--- src/rtl/tbhc_pkg.sv ---
// tbhc_pkg: shared types and constants for the traction/brake handle controller
// holds the tick, configuration and controller state structs plus mode codes
// no dependencies
package tbhc_pkg;

    // handle mode codes, 2-bit two's complement
    localparam logic signed [1:0] MODE_EMERG    = 2'b10;
    localparam logic signed [1:0] MODE_BRAKE    = 2'b11;
    localparam logic signed [1:0] MODE_NEUTRAL  = 2'b00;
    localparam logic signed [1:0] MODE_TRACTION = 2'b01;

    // configuration register indexes
    localparam logic [1:0] REG_TRACTION_MIN   = 2'd0;
    localparam logic [1:0] REG_BRAKE_OFFSET   = 2'd1;
    localparam logic [1:0] REG_HIGH_SPEED     = 2'd2;
    localparam logic [1:0] REG_REPEAT_TICKS   = 2'd3;

    // level constants
    localparam logic [6:0] LEVEL_FULL  = 7'd100;
    localparam logic [6:0] LEVEL_EMERG = 7'd90;

    typedef struct packed {
        logic up;
        logic down;
        logic shift;
        logic ctrl;
        logic fwd;
        logic bwd;
    } tick_t;

    typedef struct packed {
        logic [6:0]  traction_min;
        logic [6:0]  brake_offset;
        logic [6:0]  high_speed_step;
        logic [15:0] repeat_ticks;
    } cfg_t;

    typedef struct packed {
        logic signed [1:0] mode;
        logic [6:0]        trac_pct;
        logic [6:0]        brake_pct;
        logic signed [1:0] reverser;
        logic signed [7:0] motion_speed;
        logic              brake_armed;
        logic              trac_armed;
        logic              prev_fwd;
        logic              prev_bwd;
        logic              prev_up;
        logic              prev_down;
        logic [15:0]       brake_count;
        logic [15:0]       trac_count;
        logic              brake_running;
        logic              trac_running;
    } ctl_state_t;

endpackage

--- src/rtl/tbhc_next.sv ---
// tbhc_next: combinational next-state logic for one control tick
// computes mode, levels, reverser, repeat timers and the combined handle position
// depends on tbhc_pkg
module tbhc_next
    import tbhc_pkg::*;
(
    input  ctl_state_t        cur,
    input  cfg_t              cfg,
    input  tick_t             tick,
    output ctl_state_t        nxt,
    output logic signed [7:0] position
);

    // repeat timer step: {fire, new count}
    function automatic logic [16:0] timer_step(input logic running,
                                                input logic [15:0] count,
                                                input logic [15:0] limit);
        logic [16:0] inc;
        inc = {1'b0, count} + 17'd1;
        if (!running) begin
            return {1'b0, count};
        end
        if (inc >= {1'b0, limit}) begin
            return {1'b1, 16'd0};
        end
        return {1'b0, inc[15:0]};
    endfunction

    // level plus delta, clamped to 0 .. ceiling
    function automatic logic [6:0] clamp_level(input logic [6:0] level,
                                                input logic signed [7:0] delta,
                                                input logic [6:0] ceiling);
        logic signed [8:0] v;
        v = $signed({2'b00, level}) + $signed({delta[7], delta});
        if (v < 0) begin
            return 7'd0;
        end
        if (v > $signed({2'b00, ceiling})) begin
            return ceiling;
        end
        return v[6:0];
    endfunction

    // signed level change for a timer fire in the given mode
    function automatic logic signed [7:0] mode_delta(input logic signed [1:0] mode,
                                                     input logic signed [7:0] speed);
        if (mode == MODE_BRAKE) begin
            return -speed;
        end
        if (mode == MODE_TRACTION) begin
            return speed;
        end
        return 8'sd0;
    endfunction

    logic [15:0]       limit;
    logic [6:0]        trac_ceil;
    logic [6:0]        brake_ceil;
    logic signed [7:0] step;
    logic [16:0]       tres;
    logic              old_up;
    logic              old_down;
    ctl_state_t        s;

    // effective timer limit, step size and level ceilings
    always_comb begin
        limit      = (cfg.repeat_ticks == 16'd0) ? 16'd1 : cfg.repeat_ticks;
        trac_ceil  = (cfg.traction_min > LEVEL_FULL) ? 7'd0 : LEVEL_FULL - cfg.traction_min;
        brake_ceil = (cfg.brake_offset > LEVEL_FULL) ? 7'd0 : LEVEL_FULL - cfg.brake_offset;
        step       = tick.shift ? $signed({1'b0, cfg.high_speed_step}) : 8'sd1;
    end

    // one tick of the handle controller, evaluated in program order
    always_comb begin
        s        = cur;
        tres     = 17'd0;
        old_up   = cur.prev_up;
        old_down = cur.prev_down;

        // reverser steps on rising key edges
        if (tick.fwd && !cur.prev_fwd && s.reverser < 2'sd1) begin
            s.reverser = s.reverser + 2'sd1;
        end
        if (tick.bwd && !cur.prev_bwd && s.reverser > -2'sd1) begin
            s.reverser = s.reverser - 2'sd1;
        end
        s.prev_fwd = tick.fwd;
        s.prev_bwd = tick.bwd;

        if (tick.ctrl && tick.down) begin
            // return to neutral, timers left as they are
            s.mode         = MODE_NEUTRAL;
            s.motion_speed = 8'sd0;
            s.brake_armed  = 1'b0;
            s.trac_armed   = 1'b0;
            s.brake_pct    = 7'd0;
            s.trac_pct     = 7'd0;
            s.prev_up      = 1'b1;
            s.prev_down    = 1'b1;
        end else if (s.mode == MODE_EMERG) begin
            // release from emergency back to brake
            if (tick.up) begin
                s.mode      = MODE_BRAKE;
                s.brake_pct = LEVEL_EMERG;
            end
        end else begin
            // neutral: new presses pick brake or traction
            if (s.mode == MODE_NEUTRAL) begin
                s.trac_pct  = 7'd0;
                s.brake_pct = 7'd0;
                if (tick.down && !old_down) begin
                    s.mode        = s.mode - 2'sd1;
                    s.brake_armed = 1'b0;
                end
                if (tick.up && !old_up) begin
                    s.mode       = s.mode + 2'sd1;
                    s.trac_armed = 1'b0;
                end
            end

            // brake mode
            if (s.mode == MODE_BRAKE) begin
                s.trac_armed = 1'b0;
                if (!s.brake_running) begin
                    s.brake_running = 1'b1;
                    s.brake_count   = 16'd0;
                end
                if (tick.up) begin
                    if (s.brake_pct == 7'd0) begin
                        s.mode          = MODE_NEUTRAL;
                        s.brake_running = 1'b0;
                        s.brake_count   = 16'd0;
                        s.brake_armed   = 1'b0;
                        s.motion_speed  = 8'sd0;
                    end else begin
                        s.motion_speed = step;
                    end
                    tres          = timer_step(s.brake_running, s.brake_count, limit);
                    s.brake_count = tres[15:0];
                    if (tres[16]) begin
                        s.brake_pct = clamp_level(s.brake_pct,
                                                  mode_delta(s.mode, s.motion_speed),
                                                  brake_ceil);
                    end
                end
                if (tick.down) begin
                    s.motion_speed = s.brake_armed ? -step : 8'sd0;
                    if (s.brake_pct == LEVEL_EMERG && !old_down) begin
                        s.mode          = MODE_EMERG;
                        s.brake_running = 1'b0;
                        s.brake_count   = 16'd0;
                    end
                    tres          = timer_step(s.brake_running, s.brake_count, limit);
                    s.brake_count = tres[15:0];
                    if (tres[16]) begin
                        s.brake_pct = clamp_level(s.brake_pct,
                                                  mode_delta(s.mode, s.motion_speed),
                                                  brake_ceil);
                    end
                end else begin
                    s.brake_armed = 1'b1;
                end
            end

            // traction mode
            if (s.mode == MODE_TRACTION) begin
                s.brake_armed = 1'b0;
                if (!s.trac_running) begin
                    s.trac_running = 1'b1;
                    s.trac_count   = 16'd0;
                end
                if (tick.down) begin
                    if (s.trac_pct == 7'd0) begin
                        s.mode         = MODE_NEUTRAL;
                        s.trac_running = 1'b0;
                        s.trac_count   = 16'd0;
                        s.trac_armed   = 1'b0;
                        s.motion_speed = 8'sd0;
                    end else begin
                        s.motion_speed = -step;
                    end
                    tres         = timer_step(s.trac_running, s.trac_count, limit);
                    s.trac_count = tres[15:0];
                    if (tres[16]) begin
                        s.trac_pct = clamp_level(s.trac_pct,
                                                 mode_delta(s.mode, s.motion_speed),
                                                 trac_ceil);
                    end
                end
                if (tick.up) begin
                    s.motion_speed = s.trac_armed ? step : 8'sd0;
                    tres         = timer_step(s.trac_running, s.trac_count, limit);
                    s.trac_count = tres[15:0];
                    if (tres[16]) begin
                        s.trac_pct = clamp_level(s.trac_pct,
                                                 mode_delta(s.mode, s.motion_speed),
                                                 trac_ceil);
                    end
                end else begin
                    s.trac_armed = 1'b1;
                end
            end

            s.prev_up   = tick.up;
            s.prev_down = tick.down;
        end

        nxt = s;
    end

    // combined handle position: mode * 10 + traction - brake
    always_comb begin
        position = ($signed({{6{nxt.mode[1]}}, nxt.mode}) * 8'sd10)
                 + $signed({1'b0, nxt.trac_pct})
                 - $signed({1'b0, nxt.brake_pct});
    end

endmodule

--- src/rtl/traction_brake_handle_controller_core.sv ---
// traction_brake_handle_controller_core: top level of the handle controller
// result: an accepted tick is registered and shows on the m_ side in the cycle after acceptance
// throughput: one tick per cycle while m_ready is high; the result register is released by m_ready
// reset: synchronous active-low aresetn clears the controller state, the
// configuration registers to their defaults and the result valid flag
// depends on tbhc_pkg and tbhc_next
module traction_brake_handle_controller_core
    import tbhc_pkg::*;
(
    input  logic              aclk,
    input  logic              aresetn,
    // configuration write port
    input  logic              cfg_we,
    input  logic [1:0]        cfg_index,
    input  logic [15:0]       cfg_wdata,
    // tick input channel
    input  logic              s_valid,
    output logic              s_ready,
    input  logic              s_up_button,
    input  logic              s_down_button,
    input  logic              s_shift_held,
    input  logic              s_ctrl_held,
    input  logic              s_reverse_fwd,
    input  logic              s_reverse_bwd,
    // result channel
    output logic              m_valid,
    input  logic              m_ready,
    output logic signed [1:0] m_handle_mode,
    output logic [6:0]        m_traction_level,
    output logic [6:0]        m_braking_level,
    output logic signed [1:0] m_reverser_position,
    output logic signed [7:0] m_handle_position,
    output logic              m_emergency_active
);

    cfg_t              cfg_reg;
    ctl_state_t        state_reg;
    ctl_state_t        state_next;
    tick_t             tick;
    logic signed [7:0] position_next;
    logic              m_valid_reg;
    logic signed [1:0] mode_out_reg;
    logic [6:0]        trac_out_reg;
    logic [6:0]        brake_out_reg;
    logic signed [1:0] rev_out_reg;
    logic signed [7:0] pos_out_reg;
    logic              emerg_out_reg;
    logic              accept;

    // transaction handshake
    assign s_ready = !m_valid_reg || m_ready;
    assign accept  = s_valid && s_ready;

    assign tick = '{up:    s_up_button,
                    down:  s_down_button,
                    shift: s_shift_held,
                    ctrl:  s_ctrl_held,
                    fwd:   s_reverse_fwd,
                    bwd:   s_reverse_bwd};

    // configuration registers
    always_ff @(posedge aclk) begin
        if (!aresetn) begin
            cfg_reg.traction_min    <= 7'd0;
            cfg_reg.brake_offset    <= 7'd0;
            cfg_reg.high_speed_step <= 7'd1;
            cfg_reg.repeat_ticks    <= 16'd10;
        end else if (cfg_we) begin
            case (cfg_index)
                REG_TRACTION_MIN: cfg_reg.traction_min    <= cfg_wdata[6:0];
                REG_BRAKE_OFFSET: cfg_reg.brake_offset    <= cfg_wdata[6:0];
                REG_HIGH_SPEED:   cfg_reg.high_speed_step <= cfg_wdata[6:0];
                REG_REPEAT_TICKS: cfg_reg.repeat_ticks    <= cfg_wdata;
                default: begin
                end
            endcase
        end
    end

    // per-tick next state
    tbhc_next u_next (
        .cur      (state_reg),
        .cfg      (cfg_reg),
        .tick     (tick),
        .nxt      (state_next),
        .position (position_next)
    );

    // controller state
    always_ff @(posedge aclk) begin
        if (!aresetn) begin
            state_reg <= '0;
        end else if (accept) begin
            state_reg <= state_next;
        end
    end

    // result register
    always_ff @(posedge aclk) begin
        if (!aresetn) begin
            m_valid_reg <= 1'b0;
        end else if (accept) begin
            m_valid_reg <= 1'b1;
        end else if (m_ready) begin
            m_valid_reg <= 1'b0;
        end
    end

    always_ff @(posedge aclk) begin
        if (accept) begin
            mode_out_reg  <= state_next.mode;
            trac_out_reg  <= state_next.trac_pct;
            brake_out_reg <= state_next.brake_pct;
            rev_out_reg   <= state_next.reverser;
            pos_out_reg   <= position_next;
            emerg_out_reg <= (state_next.mode == MODE_EMERG);
        end
    end

    assign m_valid             = m_valid_reg;
    assign m_handle_mode       = mode_out_reg;
    assign m_traction_level    = trac_out_reg;
    assign m_braking_level     = brake_out_reg;
    assign m_reverser_position = rev_out_reg;
    assign m_handle_position   = pos_out_reg;
    assign m_emergency_active  = emerg_out_reg;

endmodule

--- config.mk ---
export PLATFORM = sky130hd
export DESIGN_NAME = traction_brake_handle_controller_core
export DESIGN_NICKNAME = d
export VERILOG_FILES = /design/src/rtl/tbhc_pkg.sv /design/src/rtl/tbhc_next.sv /design/src/rtl/traction_brake_handle_controller_core.sv
export SDC_FILE = /design/constraint.sdc
export NUM_CORES = 1
export LEC_CHECK = 0
export BUFFER_PORTS_ARGS = -buffer_cell sky130_fd_sc_hd__buf_2
export CAP_MARGIN = 20
export CORE_MARGIN = 5
export CORE_UTILIZATION = 45
export DETAILED_ROUTE_END_ITERATION = 10
export HOLD_SLACK_MARGIN = 0.02
export PLACE_DENSITY = 0.63
export RECOVER_POWER = 50
export SLEW_MARGIN = 5
export SYNTH_ARGS = -nofsm -noshare
export SYNTH_HDL_FRONTEND = slang
export SYNTH_SLANG_ARGS = --single-unit
--- constraint.sdc ---
create_clock -name aclk -period 21.3 [get_ports aclk]
set_clock_uncertainty 0.05 [all_clocks]
set_input_delay 1.065 -clock aclk [delete_from_list [all_inputs] [get_ports aclk]]
set_output_delay 1.065 -clock aclk [all_outputs]
set_load 0.01 [all_outputs]
After elaboration in Yosys (flattened, before gate mapping)
Cells that the tools add are included.

Output and inout port bits: 29. Word-level logic and storage cells: 486. Bits in registers: 131. Input bits: 29.

Multipliers: 1. Bitwise logic cells: 2. Eq/ne operators: 17. Reductions and logical operators: 28. Order comparisons: 16. Mux-type cells: 375. $add $sub $neg: 21.

Operator list (number): 2-to-1 mux 17 bit (32); 2-to-1 mux 16 bit (31); 2-to-1 mux 8 bit (51); 2-to-1 mux 7 bit (33); 2-to-1 mux 1 bit (183); 2-to-1 mux 9 bit (9); adder 16 x 1 -> 17 bit (second input constant) (4); >= comparator 17 x 16 -> 1 bit (4); 2-to-1 mux 2 bit (31); 2-to-1 mux 10 bit (4); negation 8 bit (5); adder 8 x 8 -> 9 bit (4); > comparator 9 x 8 -> 1 bit (4); < comparator 9 x 1 -> 1 bit (second input constant) (4); 2-to-1 mux 36 bit (1); == test 2 bit (second input constant) (9); zero test 16 bit (1); > comparator 7 bit (second input constant) (2); zero test 7 bit (2); subtractor 7 bit (first input constant) (2); == test 2 x 1 -> 1 bit (second input constant) (6); AND reduction 2 bit (5); logical AND 1 bit (9); adder 8 bit (1); 14 further kinds (23).

Logic depth before layout (Yosys ltp)
Depth in word-level cells: 186. Gate-level depth with buffers: 72.

Cells and area by module
A second synthesis with hierarchy kept.

Cells, all modules: 2026. Area total of the unflattened synthesis: 15040.7 um2.

Modules (own cells, without submodules): tbhc_next (sequential area each 0.0 um2, cells each 1563, instances 1, area an instance 10296.1 um2); traction_brake_handle_controller_core (sequential area each 2892.8 um2, cells each 463, instances 1, area an instance 4744.6 um2).

Least setup slack after synthesis
OpenSTA, ideal clock, no wires.

Kind: input to register. Start point: input s_down_button. End point: register pos_out_reg[7] (netlist: m_handle_position[7]) (data pin). Buffers on the path: 2. Required time: 20.979 ns. Stages on the path: 68. Arrival: 14.867 ns. Setup slack: 6.112 ns. Path through: or3b_1 a311oi_2 o22ai_2 clkbuf_1 nor2_1 nor2_1 a2111oi_0 ha_1 and3_1 a221oi_1 xnor2_1 ha_1 o21a_1 o22ai_1 a31oi_1 nor4b_4 nor2_2 and2_1 [... 32 more ...] nand2b_1 a21oi_1 a41oi_1 nor3_1 mux2i_1 mux2i_1 o22a_1 o21a_1 fa_1 inv_1 ha_1 fa_1 a21o_1 a21oi_1 o21bai_1 a21oi_1 xor2_1 xnor2_1.

Cells in the longest elaborated chain, start to end: 111. Elaborated cells on any way between the ends: 303.

Ends and longest elaborated chain: from (decl) (RTL line traction_brake_handle_controller_core.sv:20) `input logic s_down_button,`; logical AND 1 bit (RTL line tbhc_next.sv:111) `if (tick.down && !old_down) begin`; 2-to-1 mux 2 bit (RTL line tbhc_next.sv:111); 2-to-1 mux 2 bit (RTL line tbhc_next.sv:108) `if (s.mode == MODE_NEUTRAL) begin`; 2-to-1 mux 2 bit (RTL line tbhc_next.sv:100) `end else if (s.mode == MODE_EMERG) begin`; 2-to-1 mux 2 bit (RTL line tbhc_next.sv:90) `if (tick.ctrl && tick.down) begin`; adder 2 bit (RTL line tbhc_next.sv:116) `s.mode = s.mode + 2'sd1;`; 2-to-1 mux 2 bit (RTL line tbhc_next.sv:115) `if (tick.up && !old_up) begin`; 2-to-1 mux 16 bit (RTL line tbhc_next.sv:108); [... 96 more ...]; 2-to-1 mux 7 bit (RTL line tbhc_next.sv:194) `if (tres[16]) begin`; 2-to-1 mux 7 bit (RTL line tbhc_next.sv:190) `if (tick.up) begin`; 2-to-1 mux 9 bit (RTL line tbhc_next.sv:166) `if (s.mode == MODE_TRACTION) begin`; 2-to-1 mux 7 bit (RTL line tbhc_next.sv:100); 2-to-1 mux 16 bit * (RTL line tbhc_next.sv:90); adder 8 bit (RTL line tbhc_next.sv:214) `+ $signed({1'b0, nxt.trac_pct})`; subtractor 8 bit * (RTL line tbhc_next.sv:215) `- $signed({1'b0, nxt.brake_pct});`; via position_next[7] (RTL line traction_brake_handle_controller_core.sv:40) `logic signed [7:0] position_next;`; to (signal assigned) (RTL line traction_brake_handle_controller_core.sv:115) `pos_out_reg <= position_next;`; to (decl) (RTL line traction_brake_handle_controller_core.sv:46) `logic signed [7:0] pos_out_reg;`.

Mark *: on every way through the listed nets, which the timed path passes. The rest lies on a longest branch. The select of a mux whose other input is x is not followed. A chain may end at the register's enable or synchronous reset.

Final worst setup path
Same ends and word-level chain as after synthesis.

==> results.py <==
metrics = {
    "pwr": {
        "p_comb_frac": 0.271,
        "p_int_mw": 0.493,
        "clkPwrFrac": 0.365,
        "irDropWorstVdd_uv": 40.8,
        "finalPower_mw": 0.773,
        "switching_share": 0.362,
        "power_switching_mw": 0.280,
        "p_seq_frac": 0.365,
        "p_per_area_nw_per_um2": 53.8,
        "power.leakage_nw": 5.91,
    },
    "drt": {
        "drc": 0,
        "routedWlPerCell_um": 20.3,
        "drt_iter0_markers": 1078,
        "firstDrtPassIters": 6,
        "vias": 13340,
        "wl_mm": 44.3,
        "viasPerCell": 6.11,
        "ant_nets": 0,
    },
    "worst_setup_path": {
        "cp_max_fo": 39,
        "cpMostUsedCell": "o21a_1",
        "crit_required_ns": 21.42,
        "r2r_cells": 67,
        "critPathKind": "in2reg",
        "crit_path_start_kind": "input port",
        "max_stage_delay_ns": 0.61,
        "endpoint_kind": "register",
        "critical_path_arrival_ns": 16.48,
        "crit_slowest_cell": "o22ai_2",
    },
    "logic_synthesis": {
        "synthMuxAreaShare": 0.0421,
        "postSynth.asyncResetShare": 0,
        "synth_cell_types": 89,
        "yosysMostFrequentCell": "nor2_1",
        "synth_xor_area_frac": 0.0649,
        "synth_common_cells": "214 x nor2_1, 200 x nand2_1, 148 x ha_1",
        "synthTopCellsByArea": "dfxtp_1 15%, ha_1 14%, edfxtp_1 6.1%",
        "yosysWarnings": 0,
        "synth_nets": 1957,
        "ys_seq_elements": 123,
        "synth_compound_area_frac": 0.243,
        "syn-cell-area_um2": 13200,
        "synth_top_area_frac": 0.145,
        "synth_top_family_by_area": "compound AO/OA/AOI/OAI gates",
        "synth_cells": 1769,
        "synth-seq-area-share": 0.206,
        "yosys.area_share.simple": 0.232,
        "yosys.area_share.adder": 0.157,
        "ys.flop_type": "dfxtp_1",
        "synth_edf_count": 27,
        "yosysTopAreaCell": "dfxtp_1",
        "syn_avg_cell_area_um2": 7.48,
    },
    "layout": {
        "syn_to_final_growth_pct": 8.56,
        "fillers": 2913,
        "finalNetCount": 1975,
        "antenna_cells": 0,
        "largest_reg_flops": 58,
        "drive_gt1_frac": 0.0606,
    },
    "clock_network": {
        "cts_buffers": 17,
        "clock_path_buffers": 2,
        "clock-sinks": 123,
        "cts_hold_repair.buffers": 0,
        "cts_post_setup_buffers_inserted": 0,
        "cts_max_level": 4,
        "clock_latency_ns": 0.45,
        "cts_tree": "done",
        "cts-root-buf": "clkbuf_16",
        "ctsResizeCount": 0,
        "clk_pin_slew_worst_paths_ns": 0.06,
    },
    "hold_path": {
        "holdPathStages": 2,
        "worst_hold_path_type": "reg2reg",
    },
    "placement": {
        "pre_cts_ws_ns": 4.62,
        "place_hpwl_mm": 34.4,
        "gp_congestion": 0.999,
        "placement.io_buffers": 57,
    },
    "sta": {
        "layout_setup_ws_ns": 4.93,
        "fin_crit_ns": 16.37,
        "setup_viol": 0,
        "clock.fmax_mhz": 61.1,
        "min_period_over_period": 0.768,
        "setup_tns_ns": 0,
        "hold_violations": 0,
        "slew_headroom": -0.554,
        "drv_slew": 114,
        "rsz0062_at_grt": "false",
        "tightest_slew_ns": 2.33,
    },
    "floorplan": {
        "core_area_um2": 28900,
        "rows": 62,
        "die_y_um": 181,
        "design.die.area_um2": 32900,
        "die_x_um": 181,
        "initial_core_util": 0.459,
        "ios": 58,
    },
    "global_route": {
        "grt.overflow.total": 0,
        "grt_pass1_wl_mm": 69.2,
        "grt_usage": 0.259,
        "grt_max_degree": 48,
        "antenna_found_initial": 0,
        "grt_pass1_vias": 12571,
    },
    "status": {
        "status": "finished, violations left",
        "violations": "max-capacitance violations, max-slew violations",
    },
    "job": {
        "maxCapViolCount": 3,
    },
}
-- path summary, 6_finish.rpt --
| path | startpoint | endpoint | slack [ns] |
|---|---|---|---|
| setup / recovery | s_down_button | m_handle_position[7]$_DFFE_PP_ | 4.93 |
| hold / removal | state_reg[37]$_SDFFE_PN0P_ | state_reg[37]$_SDFFE_PN0P_ | 0.41 |
| setup reg to reg | state_reg[64]$_SDFFE_PN0P_ | m_handle_position[7]$_DFFE_PP_ | 4.97 |
| hold reg to reg | state_reg[37]$_SDFFE_PN0P_ | state_reg[37]$_SDFFE_PN0P_ | 0.41 |
-- power groups by stage --
stage                     logic (mW)  registers [mW]  clock network (mW)
after floorplan                0.144           0.285                   0
after global placement         0.207           0.285                   0
after detailed placement       0.210           0.286                   0
after CTS                      0.211           0.281               0.285
after global routing           0.230           0.284               0.296
final                          0.209           0.282               0.282
-- layout make-up --
| cell class | count | area [µm²] | area share |
|---|---|---|---|
| timing repair buffer | 77 | 388 | 0.0270 |
| multi-input combinational | 1456 | 9800 | 0.682 |
| tap | 384 | 480 | 0.0334 |
| clock inverter | 13 | 106 | 0.00740 |
| sequential | 123 | 2730 | 0.190 |
| inverter | 112 | 420 | 0.0293 |
| clock buffer | 19 | 443 | 0.0308 |
-- layout by cell type (no fill, tap or decap), types with 25 or more instances in the layout --
master / count
edfxtp_1: 27
nor2b_1: 28
nand3_1: 48
inv_1: 110
dfxtp_1: 96
buf_2: 28
nor3_1: 38
clkbuf_1: 33
o21ai_0: 73
nor2_1: 212
xnor2_1: 56
xor2_1: 42
nand2_1: 200
mux2i_1: 47
o21a_1: 33
a22oi_1: 33
ha_1: 148
a21oi_1: 126
nand4_1: 25
a211oi_1: 25
-- routing by layer --
metal  track usage  vias to the layer above  wire, µm
li1              -                     6438         -
met1         0.333                     6273     18900
met3        0.0354                      102      2940
met4         0.104                        0      1560
met2         0.440                      527     20900
met5             0                        -         0
-- through the flow --
step | util | hold slack, ns | area (µm²) | cells
floorplan | - | 0.386 | 13200 | 1769
global placement | 0.480 | 0.394 | 13900 | 2152
detailed placement | 0.480 | 0.407 | 13900 | 2152
CTS | 0.499 | 0.414 | 14400 | 2184
global route | 0.498 | 0.444 | 14400 | 2184
finish | 0.498 | 0.410 | 14400 | 2184
-- kinds of logic (layout without fill, tap and decap cells) --
kind of cell | after synthesis | count (layout)
adder cells (fa/ha/maj) | 159 | 159
buffers and inverters | 190 | 221
XOR/XNOR | 98 | 98
multiplexers | 54 | 54
AND/OR/NAND/NOR | 660 | 660
flip-flops | 123 | 123
AO/OA/AOI/OAI | 485 | 485
-- critical path, delay by kind of cell --
| kind | cells | cell delay (ns) |
|---|---|---|
| fa+ha+maj | 10 | 3.69 |
| xor+xnor | 3 | 0.49 |
| simple gates | 14 | 3.38 |
| mux | 2 | 0.41 |
| compound gates | 31 | 6.65 |
| buf+inv | 7 | 0.77 |
Note: power is estimated with default switching activity, not from simulation.
